[config.mk]
export PLATFORM = sky130hd
export DESIGN_NAME = tfn_fifo
export DESIGN_NICKNAME = d
export VERILOG_FILES = /design/src/rtl/core/tfn_pkg.sv /design/src/rtl/core/tfn_fifo.sv
export SDC_FILE = /design/constraint.sdc
export NUM_CORES = 1
export LEC_CHECK = 0
export ABC_AREA = 1
export BUFFER_PORTS_ARGS = -buffer_cell sky130_fd_sc_hd__buf_4
export CORE_UTILIZATION = 52
export DETAILED_ROUTE_END_ITERATION = 6
export PLACE_DENSITY = 0.81
export SYNTH_ARGS = -nofsm -noshare
export SYNTH_HDL_FRONTEND = slang
export SYNTH_SLANG_ARGS = --single-unit
[constraint.sdc]
create_clock -name clk -period 2.9 [get_ports clk]
set_clock_uncertainty 0.15 [all_clocks]
set_input_delay 0.145 -clock clk [delete_from_list [all_inputs] [get_ports clk]]
set_output_delay 0.145 -clock clk [all_outputs]
set_load 0.01 [all_outputs]
[src/rtl/core/tfn_pkg.sv]
// tfn_pkg: shared constants and types of the triangle face normal block
// no dependencies
`timescale 1ns / 1ps
`default_nettype none

package tfn_pkg;

  localparam int COORD_BITS_DEF       = 16;
  localparam int NORMAL_FRAC_BITS_DEF = 14;

  // depth of the queue between front and back
  localparam int Q_DEPTH = 2;

  typedef struct packed {
    logic full;
    logic empty;
  } tfn_q_stat_t;

endpackage

`default_nettype wire

[src/rtl/core/tfn_fifo.sv]
// tfn_fifo: short register queue between the front and back parts
// depends on tfn_pkg
`timescale 1ns / 1ps
`default_nettype none

module tfn_fifo
  import tfn_pkg::*;
#(
  parameter int WIDTH = 8
) (
  input  logic             clk,
  input  logic             rst_n,
  input  logic             push,
  input  logic [WIDTH-1:0] push_data,
  input  logic             pop,
  output logic [WIDTH-1:0] pop_data,
  output tfn_q_stat_t      stat
);

  localparam int PW = (Q_DEPTH > 1) ? $clog2(Q_DEPTH) : 1;
  localparam int CW = $clog2(Q_DEPTH + 1);

  logic [WIDTH-1:0] mem_r [Q_DEPTH];
  logic [PW-1:0]    wr_ptr_r, wr_ptr_nxt;
  logic [PW-1:0]    rd_ptr_r, rd_ptr_nxt;
  logic [CW-1:0]    cnt_r, cnt_nxt;

  assign stat.full  = (cnt_r == CW'(Q_DEPTH));
  assign stat.empty = (cnt_r == '0);
  assign pop_data   = mem_r[rd_ptr_r];

  always_comb begin
    wr_ptr_nxt = wr_ptr_r;
    rd_ptr_nxt = rd_ptr_r;
    cnt_nxt    = cnt_r;
    if (push) begin
      wr_ptr_nxt = (wr_ptr_r == PW'(Q_DEPTH - 1)) ? '0 : wr_ptr_r + 1'b1;
    end
    if (pop) begin
      rd_ptr_nxt = (rd_ptr_r == PW'(Q_DEPTH - 1)) ? '0 : rd_ptr_r + 1'b1;
    end
    if (push && !pop) begin
      cnt_nxt = cnt_r + 1'b1;
    end else if (pop && !push) begin
      cnt_nxt = cnt_r - 1'b1;
    end
  end

  always_ff @(posedge clk) begin
    if (!rst_n) begin
      wr_ptr_r <= '0;
      rd_ptr_r <= '0;
      cnt_r    <= '0;
    end else begin
      wr_ptr_r <= wr_ptr_nxt;
      rd_ptr_r <= rd_ptr_nxt;
      cnt_r    <= cnt_nxt;
    end
  end

  always_ff @(posedge clk) begin
    if (push) begin
      mem_r[wr_ptr_r] <= push_data;
    end
  end

endmodule

`default_nettype wire

==> run_results.csv <==
group,metric,value,unit
clock_network,cts_tree,"built",
floorplanning,placementRows,13,
cells_and_area,area_growth,38.4,%
floorplanning,dieWidth,41.3,microns
route,drtIter0Drc,5,
worst_setup_path,path_max_fanout,8,
run,max_cap_viol_count,0,
synth,synthTopCellsByArea,"edfxtp_1 (60%), dfxtp_1 (12%), mux2_2 (11%)",
worst_hold_path,hp-class,"flip-flop to flip-flop",
clock_network,clkSlewWorstSetupHoldPaths,110,ps
sta,finalHoldViolations,0,
sta,min_period,1680,ps
power_and_ir_drop,power_density,531,nW/um^2
worst_setup_path,arrival,1380,ps
sta,maxSlewViolCount,0,
cells_and_area,finalInstanceArea,1110,sq um
clock_network,cts_hold_buf,11,
synth,netlist_area,805,sq um
cells_and_area,nNetsFinal,107,
power_and_ir_drop,p_leak,0.474,nW
synth,syn-num-nets,71,
cells_and_area,fillCellCount,84,
route,viasPerCell,4.94,
floorplanning,io_pins,22,
worst_setup_path,critPathKind,"flip-flop to output port",
clock_network,cts_max_level,1,
clock_network,cts.sinks,21,
sta,slew_headroom,55.1,%
synth,yosysTopAreaCellShare,59.7,%
grt,antenna_found_initial,0,
synth,synthCells,58,
synth,synth_flop_cell,"edfxtp_1",
synth,avgSynthCellArea,13.9,sq um
place,dp.final_hpwl,844,microns
synth,synth-edff-count,16,
sta,setup_violations,0,
synth,synth-seq-cells,21,
sta,fin_setup_tns,0,ps
sta,worst_pin_slew,672,ps
worst_setup_path,worstPathRequired,2610,ps
route,wire_per_inst,12.9,microns
grt,grtUsageTotal,19.9,%
worst_hold_path,hold_start,"rd_ptr_r",
route,drt-pass1-iter-count,2,
synth,synthTopCellsByCount,"edfxtp_1 (16), inv_1 (8), mux2_2 (8), nor2_1 (7), dfxtp_1 (5)",
clock_network,cts_made_buffers,3,
route,finalWirelength,1390,microns
synth,yosys.area.top_type,"edfxtp_1",
sta,fmax,0.597,GHz
synth,synth-seq-area-share,72.2,%
floorplanning,core_area,1370,sq um
place,place_congestion,0.641,
floorplanning,die_h,41.3,microns
clock_network,worstSkewPairLatency,300,ps
sta,rsz0062_at_grt,"false",
sta,whs,380,ps
clock_network,postCtsSetupRepairBufs,0,
place,post_dp_cell_area,976,sq um
grt,grt_pass1_wl,1980,microns
route,drcViolationCount,0,
route,vias,534,
route,ant_nets,0,
synth,synth_cell_types,16,
grt,grt_pass1_vias,489,
floorplanning,start_util,58.9,%
synth,synthArstFlopShare,0,%
synth,yosysMostFrequentCell,"edfxtp_1",
sta,post-route-period-util,57.8,%
clock_network,cts-root-buf,"clkbuf_4",
grt,grt-ovfl-total,0,
clock_network,cts_resized,0,
worst_setup_path,r2r-start,"wr_ptr_r",
run_status,run_status,"finished clean",
worst_setup_path,cp-start-kind,"flip-flop",
place,portBuffers,21,
synth,yosysWarnings,0,
floorplanning,dieArea,1710,sq um
grt,grt_max_degree,13,
power_and_ir_drop,peakVddDrop,0.410,mV
worst_setup_path,end_kind,"output port",
cells_and_area,drive_gt1_share,37.6,%
clock_network,cts_buffer_depth,2,
cells_and_area,antennaDiodeCount,0,
-- report_power, final --
group	internal (mW)	switching (mW)
logic	0.0579	0.0427
registers	0.344	0.0120
clock network	0.0514	0.0832
total	0.453	0.138
-- cell usage in the layout (no fill, tap or decap) --
cell and n:
a21oi_1 1, buf_4 21, clkbuf_4 3, clkinv_2 1, dfxtp_1 5, dlygate4sd3_1 11
edfxtp_1 16, ha_1 1, inv_1 8, inv_2 1, mux2_2 8, nand2_1 4
nand2_2 1, nand3_1 1, nand4_1 1, nor2_1 7, nor3_1 1, o21ai_0 1
xnor2_1 1
-- layout make-up --
class	count	area [sq um]	share of cell area [%]
clock buffers	3	22.5	2.02
inverters	9	33.8	3.03
repair buffers	32	268	24.0
clock inverters	1	5.00	0.449
well taps	15	18.8	1.69
flip-flops and latches	21	581	52.1
multi-input cells	27	185	16.6
-- critical path: stages, from the launching register on --
cell,delay (ps)
dfxtp_1,550
mux2_2,390
buf_4,140
-- per-layer routing --
metal  routed length [microns]  track usage [%]  share of wire (%)  vias up
met5                         0                0                  0        -
met3                        35             3.19                2.5        4
li1                          -                -                  -      268
met1                       580             22.4                 42      248
met2                       734             34.0                 53       14
met4                        40             14.5                2.9        0
-- sequential cells by signal, indices dropped and copies added (netlist names), named ones only --
name      count
wr_ptr_r      1
cnt_r         2
mem_r        16
rd_ptr_r      1
-- worst paths after layout --
kind	endpoint	slack, ps	depth (start not counted)
worst min-delay path	rd_ptr_r	380	2
worst min register to register	rd_ptr_r	380	2
worst max register to register	mem_r[0][1]	1520	1
worst max-delay path	pop_data[5]	1220	2
-- stage by stage --
step,setup slack (ps),total power [mW],util [%],instances
floorplan,1690,0.406,-,58
global placement,1530,0.446,71.4,93
detailed placement,1520,0.450,71.4,93
CTS,1180,0.595,81.5,108
global route,1140,0.618,81.5,108
finish,1220,0.591,81.5,108
-- cell families after synthesis --
family	after synthesis	synth area share, %
and+or+nand+nor	15	7.93
DFF	21	72.2
xor gates and xnor gates	1	1.09
adders and majority gates	1	1.55
muxes	8	11.2
AOI/OAI and AO/OA	2	1.24
buffers and inverters	10	4.82
Note: power is estimated with default switching activity, not from simulation.
